### config.mk
export PLATFORM = sky130hd
export DESIGN_NAME = i2c_register_access_master
export DESIGN_NICKNAME = d
export VERILOG_FILES = /design/src/rtl/core/i2cram_pkg.sv /design/src/rtl/core/i2cram_step.sv /design/src/rtl/core/i2c_register_access_master.sv
export SDC_FILE = /design/constraint.sdc
export NUM_CORES = 1
export LEC_CHECK = 0
export BUFFER_PORTS_ARGS = -buffer_cell sky130_fd_sc_hd__buf_2
export CORE_AREA = 2 2 83 125
export DETAILED_ROUTE_END_ITERATION = 10
export DIE_AREA = 0 0 85 127
export GPL_TIMING_DRIVEN = 0
export PLACE_DENSITY_LB_ADDON = 0.25
export SLEW_MARGIN = 20
export SYNTH_ARGS = -nofsm -noshare
export SYNTH_HDL_FRONTEND = slang
export SYNTH_SLANG_ARGS = --single-unit
export TNS_END_PERCENT = 100
### constraint.sdc
create_clock -name clk -period 4.3 [get_ports clk]
set_input_delay 0.86 -clock clk [delete_from_list [all_inputs] [get_ports clk]]
set_output_delay 0.86 -clock clk [all_outputs]
set_load 0.05 [all_outputs]
### src/rtl/core/i2cram_pkg.sv
// shared types and constants for the i2c register access master
package i2cram_pkg;

  localparam int DevAddrWidth = 7;
  localparam int ByteWidth    = 8;
  localparam int BitsPerByte  = 8;

  // transfer sequencer phases
  typedef enum logic [3:0] {
    PH_IDLE  = 4'd0,
    PH_START = 4'd1,
    PH_WBYTE = 4'd2,
    PH_READ  = 4'd3,
    PH_MNACK = 4'd4,
    PH_STOP  = 4'd5
  } phase_t;

  // byte currently being sent
  typedef enum logic [1:0] {
    SLOT_DEVW = 2'd0,
    SLOT_REG  = 2'd1,
    SLOT_DATA = 2'd2,
    SLOT_DEVR = 2'd3
  } slot_t;

  // error codes
  localparam logic [2:0] ERR_NONE = 3'd0;
  localparam logic [2:0] ERR_DEVW = 3'd1;
  localparam logic [2:0] ERR_REG  = 3'd2;
  localparam logic [2:0] ERR_DATA = 3'd3;
  localparam logic [2:0] ERR_DEVR = 3'd4;

  localparam logic [1:0] Q_SETUP  = 2'd0;
  localparam logic [1:0] Q_RISE   = 2'd1;
  localparam logic [1:0] Q_SAMPLE = 2'd2;
  localparam logic [1:0] Q_FALL   = 2'd3;

  localparam logic [DevAddrWidth-1:0] DevAddrReset = 7'd67;

  // sequencer state carried from tick to tick
  typedef struct packed {
    phase_t                phase;
    logic [1:0]            quarter;
    logic [3:0]            bit_count;
    logic [ByteWidth-1:0]  shift_byte;
    slot_t                 slot;
    logic                  kind;
    logic [ByteWidth-1:0]  reg_address;
    logic [ByteWidth-1:0]  write_data;
    logic [ByteWidth-1:0]  received;
    logic [2:0]            last_error;
    logic                  scl;
    logic                  sda;
    logic                  drive;
  } state_t;

  // one result of a tick
  typedef struct packed {
    logic                  scl_level;
    logic                  sda_level;
    logic                  sda_drive;
    logic                  busy;
    logic                  done;
    logic [2:0]            error_code;
    logic [ByteWidth-1:0]  read_data;
  } result_t;

endpackage

### src/rtl/core/i2cram_step.sv
// next state and result of one bus tick
module i2cram_step (
  input  i2cram_pkg::state_t                          cur,
  input  logic [i2cram_pkg::DevAddrWidth-1:0]          device_address,
  input  logic                                        start_request,
  input  logic                                        kind,
  input  logic [i2cram_pkg::ByteWidth-1:0]             reg_address,
  input  logic [i2cram_pkg::ByteWidth-1:0]             write_data,
  input  logic                                        sda_in,
  output i2cram_pkg::state_t                          nxt,
  output i2cram_pkg::result_t                         res
);
  import i2cram_pkg::*;

  logic [ByteWidth-1:0] dev_byte;
  assign dev_byte = {device_address, 1'b0};

  // sequencer for one quarter of a bus bit
  always_comb begin
    state_t     n;
    logic [1:0] q;
    logic       scl;
    logic       sda;
    logic       drv;
    logic       busy;
    logic       done;
    n    = cur;
    busy = 1'b0;
    done = 1'b0;
    q    = cur.quarter;
    scl  = 1'b0;
    sda  = 1'b1;
    drv  = 1'b1;
    // unknown phase codes fall back to idle
    if (!(n.phase inside {PH_START, PH_WBYTE, PH_READ, PH_MNACK, PH_STOP})) begin
      n.phase = PH_IDLE;
    end
    // new transaction on request while idle
    if (n.phase == PH_IDLE && start_request) begin
      n.kind        = kind;
      n.reg_address = reg_address;
      n.write_data  = write_data;
      n.last_error  = ERR_NONE;
      n.slot        = SLOT_DEVW;
      n.quarter     = Q_SETUP;
      n.bit_count   = 4'd0;
      n.phase       = PH_START;
    end
    if (n.phase != PH_IDLE) begin
      q    = n.quarter;
      scl  = (q == Q_RISE) || (q == Q_SAMPLE);
      busy = 1'b1;
      case (n.phase)
        PH_START: begin
          sda = (q == Q_SETUP) || (q == Q_RISE);
          if (q == Q_FALL) begin
            n.shift_byte = (n.slot == SLOT_DEVR) ? (dev_byte | 8'd1) : dev_byte;
            n.bit_count  = 4'd0;
            n.phase      = PH_WBYTE;
          end
        end
        PH_WBYTE: begin
          if (n.bit_count < 4'(BitsPerByte)) begin
            sda = n.shift_byte[3'd7 - n.bit_count[2:0]];
            if (q == Q_FALL) n.bit_count = n.bit_count + 4'd1;
          end else begin
            // ack slot, line released
            drv = 1'b0;
            if (q == Q_SAMPLE && sda_in) n.last_error = {1'b0, n.slot} + 3'd1;
            if (q == Q_FALL) begin
              n.bit_count = 4'd0;
              if (n.last_error != ERR_NONE) begin
                n.phase = PH_STOP;
              end else if (n.slot == SLOT_DEVW) begin
                n.slot       = SLOT_REG;
                n.shift_byte = n.reg_address;
              end else if (n.slot == SLOT_REG && !n.kind) begin
                n.slot       = SLOT_DATA;
                n.shift_byte = n.write_data;
              end else if (n.slot == SLOT_REG) begin
                n.slot  = SLOT_DEVR;
                n.phase = PH_START;
              end else if (n.slot == SLOT_DEVR) begin
                n.shift_byte = '0;
                n.phase      = PH_READ;
              end else begin
                n.phase = PH_STOP;
              end
            end
          end
        end
        PH_READ: begin
          drv = 1'b0;
          if (q == Q_SAMPLE) n.shift_byte = {n.shift_byte[ByteWidth-2:0], sda_in};
          if (q == Q_FALL) begin
            n.bit_count = n.bit_count + 4'd1;
            if (n.bit_count >= 4'(BitsPerByte)) begin
              n.received  = n.shift_byte;
              n.bit_count = 4'd0;
              n.phase     = PH_MNACK;
            end
          end
        end
        PH_MNACK: begin
          // master nack: sda stays high and driven
          if (q == Q_FALL) n.phase = PH_STOP;
        end
        default: begin
          // stop condition
          scl = (q != Q_SETUP);
          sda = (q == Q_SAMPLE) || (q == Q_FALL);
          if (q == Q_FALL) begin
            done    = 1'b1;
            n.phase = PH_IDLE;
          end
        end
      endcase
      n.scl     = scl;
      n.sda     = sda;
      n.drive   = drv;
      n.quarter = q + 2'd1;
    end
    nxt            = n;
    res.scl_level  = n.scl;
    res.sda_level  = n.drive ? n.sda : 1'b1;
    res.sda_drive  = n.drive;
    res.busy       = busy;
    res.done       = done;
    res.error_code = n.last_error;
    res.read_data  = n.received;
  end

endmodule

### src/rtl/core/i2c_register_access_master.sv
// i2c register access master top level: state, config and result registers
//
//   channel   direction  handshake            payload
//   in        input      in_valid/in_ready    start_request kind reg_address write_data sda_in
//   out       output     out_valid/out_ready  scl_level sda_level sda_drive busy_res done_res
//                                              error_code read_data
//   cfg       input      cfg_write            cfg_data (device address)
//
// one tick is accepted per cycle while in_ready is high; its result appears in the output register the next cycle.
// the tick logic sits between the state register and the result register in one pass.
// rst is synchronous; it sets device address 67, idle phase, lines high and driven.
// a stalled result holds in_ready low only while out_ready stays low.
module i2c_register_access_master (
  input  logic                                 clk,
  input  logic                                 rst,
  input  logic                                 cfg_write,
  input  logic [i2cram_pkg::DevAddrWidth-1:0]  cfg_data,
  input  logic                                 in_valid,
  output logic                                 in_ready,
  input  logic                                 start_request,
  input  logic                                 kind,
  input  logic [i2cram_pkg::ByteWidth-1:0]     reg_address,
  input  logic [i2cram_pkg::ByteWidth-1:0]     write_data,
  input  logic                                 sda_in,
  output logic                                 out_valid,
  input  logic                                 out_ready,
  output logic                                 scl_level,
  output logic                                 sda_level,
  output logic                                 sda_drive,
  output logic                                 busy_res,
  output logic                                 done_res,
  output logic [2:0]                           error_code,
  output logic [i2cram_pkg::ByteWidth-1:0]     read_data
);
  import i2cram_pkg::*;

  logic [DevAddrWidth-1:0] device_address;
  state_t                  state;
  state_t                  state_next;
  result_t                 result;
  result_t                 result_next;
  logic                    accept;

  assign in_ready = !out_valid || out_ready;
  assign accept   = in_valid && in_ready;

  // device address register
  always_ff @(posedge clk) begin
    if (rst) begin
      device_address <= DevAddrReset;
    end else if (cfg_write) begin
      device_address <= cfg_data;
    end
  end

  i2cram_step u_step (
    .cur            (state),
    .device_address (device_address),
    .start_request  (start_request),
    .kind           (kind),
    .reg_address    (reg_address),
    .write_data     (write_data),
    .sda_in         (sda_in),
    .nxt            (state_next),
    .res            (result_next)
  );

  // sequencer state advances once per accepted tick
  always_ff @(posedge clk) begin
    if (rst) begin
      state.phase       <= PH_IDLE;
      state.quarter     <= 2'd0;
      state.bit_count   <= 4'd0;
      state.shift_byte  <= '0;
      state.slot        <= SLOT_DEVW;
      state.kind        <= 1'b0;
      state.reg_address <= '0;
      state.write_data  <= '0;
      state.received    <= '0;
      state.last_error  <= ERR_NONE;
      state.scl         <= 1'b1;
      state.sda         <= 1'b1;
      state.drive       <= 1'b1;
    end else if (accept) begin
      state <= state_next;
    end
  end

  // result valid flag
  always_ff @(posedge clk) begin
    if (rst) begin
      out_valid <= 1'b0;
    end else if (accept) begin
      out_valid <= 1'b1;
    end else if (out_ready) begin
      out_valid <= 1'b0;
    end
  end

  // result payload
  always_ff @(posedge clk) begin
    if (accept) begin
      result <= result_next;
    end
  end

  assign scl_level  = result.scl_level;
  assign sda_level  = result.sda_level;
  assign sda_drive  = result.sda_drive;
  assign busy_res   = result.busy;
  assign done_res   = result.done;
  assign error_code = result.error_code;
  assign read_data  = result.read_data;

  // an accepted tick always leaves a result behind
  a_accept_result: assert property (@(posedge clk) disable iff (rst)
    accept |=> out_valid)
    else $error("accepted tick produced no result");

  // completion only happens inside a transaction
  a_done_busy: assert property (@(posedge clk) disable iff (rst)
    out_valid && done_res |-> busy_res)
    else $error("done without busy");

  // a released line reads high and a done tick leaves the bus idle high
  a_done_lines: assert property (@(posedge clk) disable iff (rst)
    out_valid && done_res |-> scl_level && sda_level && sda_drive)
    else $error("stop did not leave both lines high");

endmodule

Word-level counts from Yosys, hierarchy flattened:

Index checks and enable logic that the tools add are counted.

* bits in registers: 75
* bits in latches: 0
* bits in writable memories: 0
* memory bits (read-only): 0
* input port bits: 31
* logic and storage cells: 129
* memories: 0

* $add $sub $neg: 4
* multipliers: 0
* div/mod/pow operators: 0
* magnitude comparators: 3
* equal/unequal tests: 20
* shift operators: 0
* multiplexer cells: 56
* bitwise logic cells: 1
* reductions and logical operators: 23

Operators with widths (number)
* $mux 4: 15
* $mux 10: 5
* $mux 8: 6
* $pmux 12 s3: 1
* $mux 14: 2
* $mux 3: 9
* $mux 20: 1
* $mux 19: 1
* $eq 4x2->1 const B: 4
* $pmux 4 s4: 1
* $eq 4x3->1 const B: 3
* $mux 12: 1
* $mux 1: 9
* $reduce_and 9->1: 1
* $eq 4x1->1 const B: 2
* $eq 2x2->1 const B: 3
* $reduce_bool 3->1: 2
* $reduce_bool 5->1: 1
* $reduce_or 5->1: 1
* $add 4x1->4 const B: 1
* $eq 2x1->1 const B: 2
* $ge 4x4->1 const B: 1
* $logic_and 1x1->1: 4
* $logic_not 2->1: 2
* other kinds (21): 29

Logic depth before layout (Yosys ltp):

Gate-level depths: netlist of run 1.

* word-level depth: 18
* gate-level depth with buffers: 15

Hierarchy:

Synthesis of run 1 repeated with hierarchy kept, for this count alone.

* cells, all modules: 607
* area, all modules: 5057.4 um^2

Modules (own cells, without submodules)
* i2c_register_access_master: times used 1, cells an instance 277, area each 3007.9 um^2, seq. area each 1661.6 um^2
* i2cram_step: times used 1, cells an instance 330, area each 2049.5 um^2, seq. area each 0.0 um^2

Worst setup path before layout of run 1:

OpenSTA, ideal clock, no wires.

* path kind: input port to flip-flop
* start point: in start_request
* end point: reg state[33] (netlist bit)
* setup time: 0.133 ns
* arrival time: 3.405 ns
* data required time: 4.167 ns
* setup slack: 0.761 ns
* stages: 13
* buffers on the path: 4
* path through: clkbuf_1 > o21ai_2 > buf_2 > clkbuf_1 > nand2_1 > ha_1 > nor2_1 > o2111ai_1 > a32o_2 > o31ai_4 > and2_1 > buf_4 > a311oi_1

* longest elaborated chain between the ends: 11
* elaborated cells between the ends (all ways): 40
* classes of those cells: 1 x add/sub; 1 x order compare; 13 x eq/ne; 16 x mux; 9 x reduce/logical

RTL lines
* start, declared: RTL line i2c_register_access_master.sv:20 `input logic start_request,`
* $logic_and 1x1->1 *: RTL line i2cram_step.sv:39 `if (n.phase == PH_IDLE && start_request) begin`
* branches (longest 10 deep; another with $add 2x1->3)
* end signal, assigned: RTL line i2c_register_access_master.sv:85 `state <= state_next;`
* end, declared: RTL line i2c_register_access_master.sv:38 `state_t state;`

Mark *: on every way between the ends. The select of a mux whose other input is x is not followed.
A chain may end at the register's enable or synchronous reset.

Final worst setup path of run 1:

* start point: in start_request
* end point: reg state[40] (netlist bit)

The elaborated chain is that of the path after synthesis.

==> qor.yml, run 1 <==
most-common-layout-cells: "sky130_fd_sc_hd__nand2_1 (64), sky130_fd_sc_hd__dfxtp_1 (59), sky130_fd_sc_hd__buf_2 (56), sky130_fd_sc_hd__a21oi_1 (55), sky130_fd_sc_hd__nor2_1 (47)"
grt_start_max_net_pins: 26
layout-drive-gt1-share: 0.189
synth.cell_area_mm2: 0.00416
worst_skew_pair.late_latency_ns: 0.34
drc: 0
place_worst_setup_slack_ns: -0.181
fin_worst_hold_slack_ns: 0.454
multi_input_area_mm2: 0.00226
power_leakage_uw: 0.00182
yosys.area_share.adder: 0.0301
cts-buffers-inserted: 9
routed_wire_length_per_instance_um: 17.9
finish.utilization: 0.505
synth-warning-count: 0
globalRouteOverflowTotal: 0
die_w_um: 85
setup.worst_path.class: "primary input to flop"
final_hold_violation_count: 0
rsz0062_at_grt: "false"
worst_setup_sp_type: "primary input"
postSynth.asyncResetShare: 0
slew_viol_final: 0
number_of_antenna_violations_at_the_first_check_in_global_routing: 0
clock_sink_count: 75
max_clock_freq_ghz: 0.255
vdd_ir_drop_max_v: 0.000230
ys_seq_elements: 75
met3_usage: 0.0433
grt_met1_usage: 0.241
path_max_fanout: 10
floorplan.die.height_um: 127
placed_cells: 639
synth_edf_count: 16
final-setup-viol-count: 0
io_buffer_count: 46
synth_compound_area_frac: 0.238
seq_area_frac_synth: 0.399
dieArea_mm2: 0.0108
ys.flop_type: "sky130_fd_sc_hd__dfxtp_1"
finalPower_uw: 1800
synth_mux_area_frac: 0.0743
detailroute.via_count: 3811
status: "complete, no violations"
first_pass_grt_wire_length_um: 19100
final_common_cell: "sky130_fd_sc_hd__nand2_1"
grt_most_used_layer: "met2"
gp_routability_congestion: 0.921
post-route-worst-setup-slack_ns: 0.384
grt.total_usage: 0.225
crit_path_end_kind: "flop"
site_rows: 44
final_cells: 655
design.portCount: 49
fillCellCount: 907
hold_path_class: "flop to flop"
synth_area_in_xor_xnor: 0.00421
timing.max_cap.violations: 0
antenna_violating_nets_post_route: 0
wl_um: 11800
synth_fp_nets: 519
design.final.nets: 576
worstPathRequired_ns: 4.50
core_area_mm2: 0.00963
pwr_density_cell_mw_per_mm2: 370
dp_hpwl_um: 8670
max_slew.worst_pin.slew_ns: 0.689
timing.clock.skew_ns: 0.00606
firstDrtPassIters: 5
worst_setup_hold_path_clk_slew_ns: 0.06
timing.slew.headroom: 0.541
use_met2: 0.405
route.detailed.vias_per_inst: 5.82
insertedDiodeCount: 0
simple_gate_portion_of_the_synthesized_area: 0.196
layout_worst_path_cycle_share: 0.911
buffer_cell_driving_the_clock_tree_root: "sky130_fd_sc_hd__clkbuf_16"
synth_cell_type_count: 64
timing.critical_path.arrival_ns: 4.12
floorplan.initialDensity: 0.432
fin_crit_ns: 3.92
cts_tree: "built"
areaGrowthSynthToFinish_pct: 16.9
synthesis.instances: 478
clockBufferDepth: 2
dominant_combinational_cell_family_by_area_after_synthesis: "compound AO/OA/AOI/OAI gates"
grt_pass1_vias: 3891
clock_tree.htree_level_count: 3
post_synth.cell_area_avg_um2: 8.70
postCtsSetupRepairBufs: 0
regArea_mm2: 0.00166
initial_detailed_routing_violation_count: 246
[final timing paths]
| kind | startpoint | slack [ns] | depth (start not counted) | endpoint |
|---|---|---|---|---|
| worst min-delay path | state[29]$_SDFFE_PP0P_ | 0.45 | 2 | state[29]$_SDFFE_PP0P_ |
| worst max register to register | state[50]$_SDFFE_PP0P_ | 0.39 | 14 | state[40]$_SDFFE_PP0P_ |
| worst max-delay path | start_request | 0.38 | 15 | state[40]$_SDFFE_PP0P_ |
| worst min register to register | state[29]$_SDFFE_PP0P_ | 0.45 | 2 | state[29]$_SDFFE_PP0P_ |
[report_power, final]
| part | switching [µW] | total (µW) | internal, µW | leakage, µW |
|---|---|---|---|---|
| registers | 12.1 | 757 | 745 | 0.000635 |
| clock network | 305 | 815 | 510 | 0.000157 |
| logic | 152 | 225 | 73.9 | 0.00103 |
| total | 469 | 1800 | 1330 | 0.00182 |
[routing by layer]
metal | routed length, µm | part of all wire | vias to the layer above
met4 | 516 | 0.044 | 0
met5 | 0 | 0 | -
li1 | - | - | 1850
met3 | 502 | 0.043 | 38
met1 | 4710 | 0.40 | 1802
met2 | 6030 | 0.51 | 121
[through the flow]
stage                     setup TNS (ns)  instance area [µm²]
after floorplan                        0                 4160
after global placement             -1.57                 4530
after detailed placement           -1.70                 4540
after CTS                              0                 4860
after global routing                   0                 4860
final                                  0                 4860
[critical path, stage by stage]
cell                        delay, ns
sky130_fd_sc_hd__buf_2           0.09
sky130_fd_sc_hd__clkbuf_1        0.33
sky130_fd_sc_hd__o21ai_2         0.23
sky130_fd_sc_hd__buf_2           0.25
sky130_fd_sc_hd__buf_2           0.23
sky130_fd_sc_hd__nand2_1         0.20
sky130_fd_sc_hd__inv_1           0.12
sky130_fd_sc_hd__ha_1            0.30
sky130_fd_sc_hd__nor2_1          0.12
sky130_fd_sc_hd__o2111ai_1       0.15
sky130_fd_sc_hd__a32o_2          0.35
sky130_fd_sc_hd__o31ai_4         0.43
sky130_fd_sc_hd__and2_1          0.19
sky130_fd_sc_hd__buf_4           0.16
sky130_fd_sc_hd__a311oi_1        0.10
[Yosys cell counts (6+ instances only)]
master                     count  area share
sky130_fd_sc_hd__buf_2        10       0.012
sky130_fd_sc_hd__edfxtp_1     16        0.12
sky130_fd_sc_hd__mux2i_1      23       0.055
sky130_fd_sc_hd__nor2_1       47       0.042
sky130_fd_sc_hd__and2_1        6      0.0090
sky130_fd_sc_hd__clkbuf_1     17       0.015
sky130_fd_sc_hd__ha_1         10       0.030
sky130_fd_sc_hd__a311oi_1     10       0.021
sky130_fd_sc_hd__nand3_1      10       0.012
sky130_fd_sc_hd__buf_4         6       0.011
sky130_fd_sc_hd__dfxtp_1      59        0.28
sky130_fd_sc_hd__a211oi_1     15       0.027
sky130_fd_sc_hd__inv_1        14       0.013
sky130_fd_sc_hd__a21oi_1      56       0.067
sky130_fd_sc_hd__nand2_1      64       0.058
sky130_fd_sc_hd__o21ai_0      14       0.017
sky130_fd_sc_hd__nand3b_1      9       0.016
sky130_fd_sc_hd__nor3_1        6      0.0072
sky130_fd_sc_hd__nand2b_1      6      0.0090
[cells by family after synthesis]
kind of cell / after synthesis
AND/OR/NAND/NOR: 168
multiplexers: 27
XOR/XNOR: 2
adder cells (fa/ha/maj): 10
buffers and inverters: 51
flip-flops: 75
AO/OA/AOI/OAI: 145
[layout make-up]
cell class,count,share of cell area
Multi-Input combinational cell,352,0.465
Sequential cell,75,0.342
Timing Repair Buffer,46,0.0473
Clock buffer,10,0.0471
Buffer,37,0.0399
Tap cell,115,0.0296
Clock inverter,6,0.0188
Inverter,14,0.0108
[repair_timing]
item | 4_1_cts | 5_1_grt
endpoints found under the setup margin | 0 | 15
hold buffers | 0 | 0
resized for setup | 0 | 4
[flip-flops by register name, summed over array words and instances (netlist names)]
signal,cells
busy_res,1
device_address,7
done_res,1
error_code,3
out_valid,1
read_data,8
scl_level,1
sda_drive,1
sda_level,1
state,51
Note: power is estimated with default switching activity, not from simulation.
==> inputs of run 2 (changes only) <==
Settings changed: CORE_AREA 2 2 83 125 to 2 2 73 109, DIE_AREA 0 0 85 127 to 0 0 75 111.
==> run 2 against run 1 <==
Via count up 0.73%; utilization up 14 points; global-route usage up 6.5 points; register-to-register slack worse by 0.07 ns; critical path depth down 1; maximum frequency down 1.7%; clock power up 0.6%; clock skew down 0.0010 ns; die area down 23%; combinational power about the same; clock-buffer cell count down 1; highest routed layer unchanged.
==> qor.yml, run 2 (synthesis results as in run 1) <==
status: "complete, no violations"
wl_um: 11200  # -4.9%
rsz0062_at_grt: "false"
vdd_ir_drop_max_v: 0.000349  # +52%
setup.worst_path.class: "flop to flop"
post-route-worst-setup-slack_ns: 0.317  # -0.0672 ns
crit_path_end_kind: "flop"
firstDrtPassIters: 8  # +3
drc: 0  # unchanged
areaGrowthSynthToFinish_pct: 16.6
max_slew.worst_pin.slew_ns: 0.718  # +0.0287 ns
place_worst_setup_slack_ns: -0.133  # +0.0471 ns
clock_sink_count: 75  # unchanged
design.portCount: 49  # unchanged
grt_pass1_vias: 3909  # +0.46%
layout-drive-gt1-share: 0.189  # unchanged
slew_viol_final: 0  # unchanged
buffer_cell_driving_the_clock_tree_root: "sky130_fd_sc_hd__clkbuf_16"
final_hold_violation_count: 0  # unchanged
crit_path_top_delay_cell: "sky130_fd_sc_hd__o31ai_4"
worst_setup_sp_type: "flop"
grt.total_usage: 0.289  # +0.0646
dp_hpwl_um: 8200  # -5.5%
grt_start_max_net_pins: 26  # unchanged
dieArea_mm2: 0.00833  # -23%
finish.utilization: 0.650  # +0.145
critical_path_buf_inv_count: 4  # -2
site_rows: 39  # -11%
final_common_cell: "sky130_fd_sc_hd__nand2_1"
timing.max_cap.violations: 0  # unchanged
max_clock_freq_ghz: 0.251  # -1.7%
cp_cell_sequence: "buf_2 > a21o_1 > o21ai_2 > buf_2 > buf_2 > nand2_1 > ha_1 > nor2_1 > o2111ai_1 > a32o_2 > o31ai_4 > and2_1 > buf_4 > a311oi_1"
insertedDiodeCount: 0  # unchanged
layout_worst_path_cycle_share: 0.926  # +0.0156
timing.clock.skew_ns: 0.00502  # -0.00104 ns
cpMostUsedCell: "sky130_fd_sc_hd__buf_2"
route.detailed.vias_per_inst: 5.98  # +2.8%
cts-buffers-inserted: 9  # unchanged
worst_setup_hold_path_clk_slew_ns: 0.06  # about the same
worstPathRequired_ns: 4.51  # about the same
globalRouteOverflowTotal: 0  # unchanged
final-setup-viol-count: 0  # unchanged
fin_crit_ns: 3.98  # +0.0672 ns
power_leakage_uw: 0.00182  # about the same
hold_path_class: "flop to flop"
most-common-layout-cells: "sky130_fd_sc_hd__nand2_1 (64), sky130_fd_sc_hd__dfxtp_1 (59), sky130_fd_sc_hd__buf_2 (56), sky130_fd_sc_hd__a21oi_1 (55), sky130_fd_sc_hd__nor2_1 (47)"
design.final.nets: 576  # unchanged
gp_routability_congestion: 0.933  # +1.4%
first_pass_grt_wire_length_um: 18400  # -4.1%
slowest_delay_ns: 0.45  # +0.02 ns
floorplan.initialDensity: 0.557  # +0.125
pwr_density_cell_mw_per_mm2: 371  # +0.38%
clockBufferDepth: 2  # unchanged
path_max_fanout: 10  # unchanged
cp_top_family: "compound AO/OA/AOI/OAI gates"
finalPower_uw: 1800  # +0.12%
cts_tree: "built"
final.setup.tns_ns: 0  # unchanged
detailroute.via_count: 3839  # +0.73%
number_of_antenna_violations_at_the_first_check_in_global_routing: 0  # unchanged
most_flops_register: "state"
fillCellCount: 648  # -29%
antenna_violating_nets_post_route: 0  # unchanged
routed_wire_length_per_instance_um: 17.4  # -2.9%
clock_tree.htree_level_count: 3  # unchanged
timing.slew.headroom: 0.522  # -0.0192
io_buffer_count: 46  # unchanged
timing.critical_path.arrival_ns: 4.19  # +0.07 ns
core_area_mm2: 0.00747  # -23%
floorplan.die.height_um: 111  # -13%
largest_register_ff_count: 51  # unchanged
fin_worst_hold_slack_ns: 0.458  # +0.00375 ns
die_w_um: 75  # -12%
initial_detailed_routing_violation_count: 409  # +66%
worst_skew_pair.late_latency_ns: 0.35  # about the same
==> run 2: per-layer routing <==
layer / GRT usage / part of all wire / vias up
met4: 0.179 / 0.042 / 0
met5: 0 / 0 / -
met3: 0.0455 / 0.067 / 44
met1: 0.334 / 0.37 / 1777
li1: - / - / 1844
met2: 0.481 / 0.52 / 174
==> run 2: metrics by stage <==
step,std cells,cell area (µm²)
2_1_floorplan,478,4160
3_3_place_gp,626,4520
3_5_place_dp,626,4520
4_1_cts,642,4840
5_1_grt,642,4850
6_report,642,4850
==> run 2: final timing paths <==
kind / start / to / slack (ns) / depth (start not counted)
setup / recovery: state[50]$_SDFFE_PP0P_ / state[40]$_SDFFE_PP0P_ / 0.32 / 14
hold / removal: state[21]$_SDFFE_PP0P_ / state[21]$_SDFFE_PP0P_ / 0.46 / 2
hold reg to reg: state[21]$_SDFFE_PP0P_ / state[21]$_SDFFE_PP0P_ / 0.46 / 2
setup reg to reg: state[50]$_SDFFE_PP0P_ / state[40]$_SDFFE_PP0P_ / 0.32 / 14
==> run 2: layout make-up <==
class	count	area (µm²)	share of cell area
multi-input cells	352	2260	0.466
clock inverters	7	100	0.0206
plain buffers	37	193	0.0397
inverters	14	52.6	0.0108
clock buffers	9	225	0.0464
flip-flops and latches	75	1660	0.343
well taps	102	128	0.0263
repair buffers	46	230	0.0475
==> run 2: repair_timing <==
item / 4_1_cts / 5_1_grt
endpoints found under the hold margin: 0 / 0
hold buffers: 0 / 0
setup buffers: 0 / 0
endpoints found under the setup margin: 0 / 15
gates resized for setup: 0 / 3
==> run 2: worst reg2reg max path, stage by stage (launching register included) <==
cell and delay, ns:
sky130_fd_sc_hd__dfxtp_1 0.31, sky130_fd_sc_hd__buf_2 0.18, sky130_fd_sc_hd__a21o_1 0.22, sky130_fd_sc_hd__o21ai_2 0.39
sky130_fd_sc_hd__buf_2 0.34, sky130_fd_sc_hd__buf_2 0.30, sky130_fd_sc_hd__nand2_1 0.18, sky130_fd_sc_hd__ha_1 0.38
sky130_fd_sc_hd__nor2_1 0.12, sky130_fd_sc_hd__o2111ai_1 0.16, sky130_fd_sc_hd__a32o_2 0.35, sky130_fd_sc_hd__o31ai_4 0.45
sky130_fd_sc_hd__and2_1 0.20, sky130_fd_sc_hd__buf_4 0.16, sky130_fd_sc_hd__a311oi_1 0.10
==> run 2: report_power, final <==
part / switching, µW / leakage, µW / internal [µW]
clock: 308 / 0.000160 / 512
combinational: 149 / 0.00103 / 73.8
sequential: 12.2 / 0.000635 / 745
total: 470 / 0.00182 / 1330
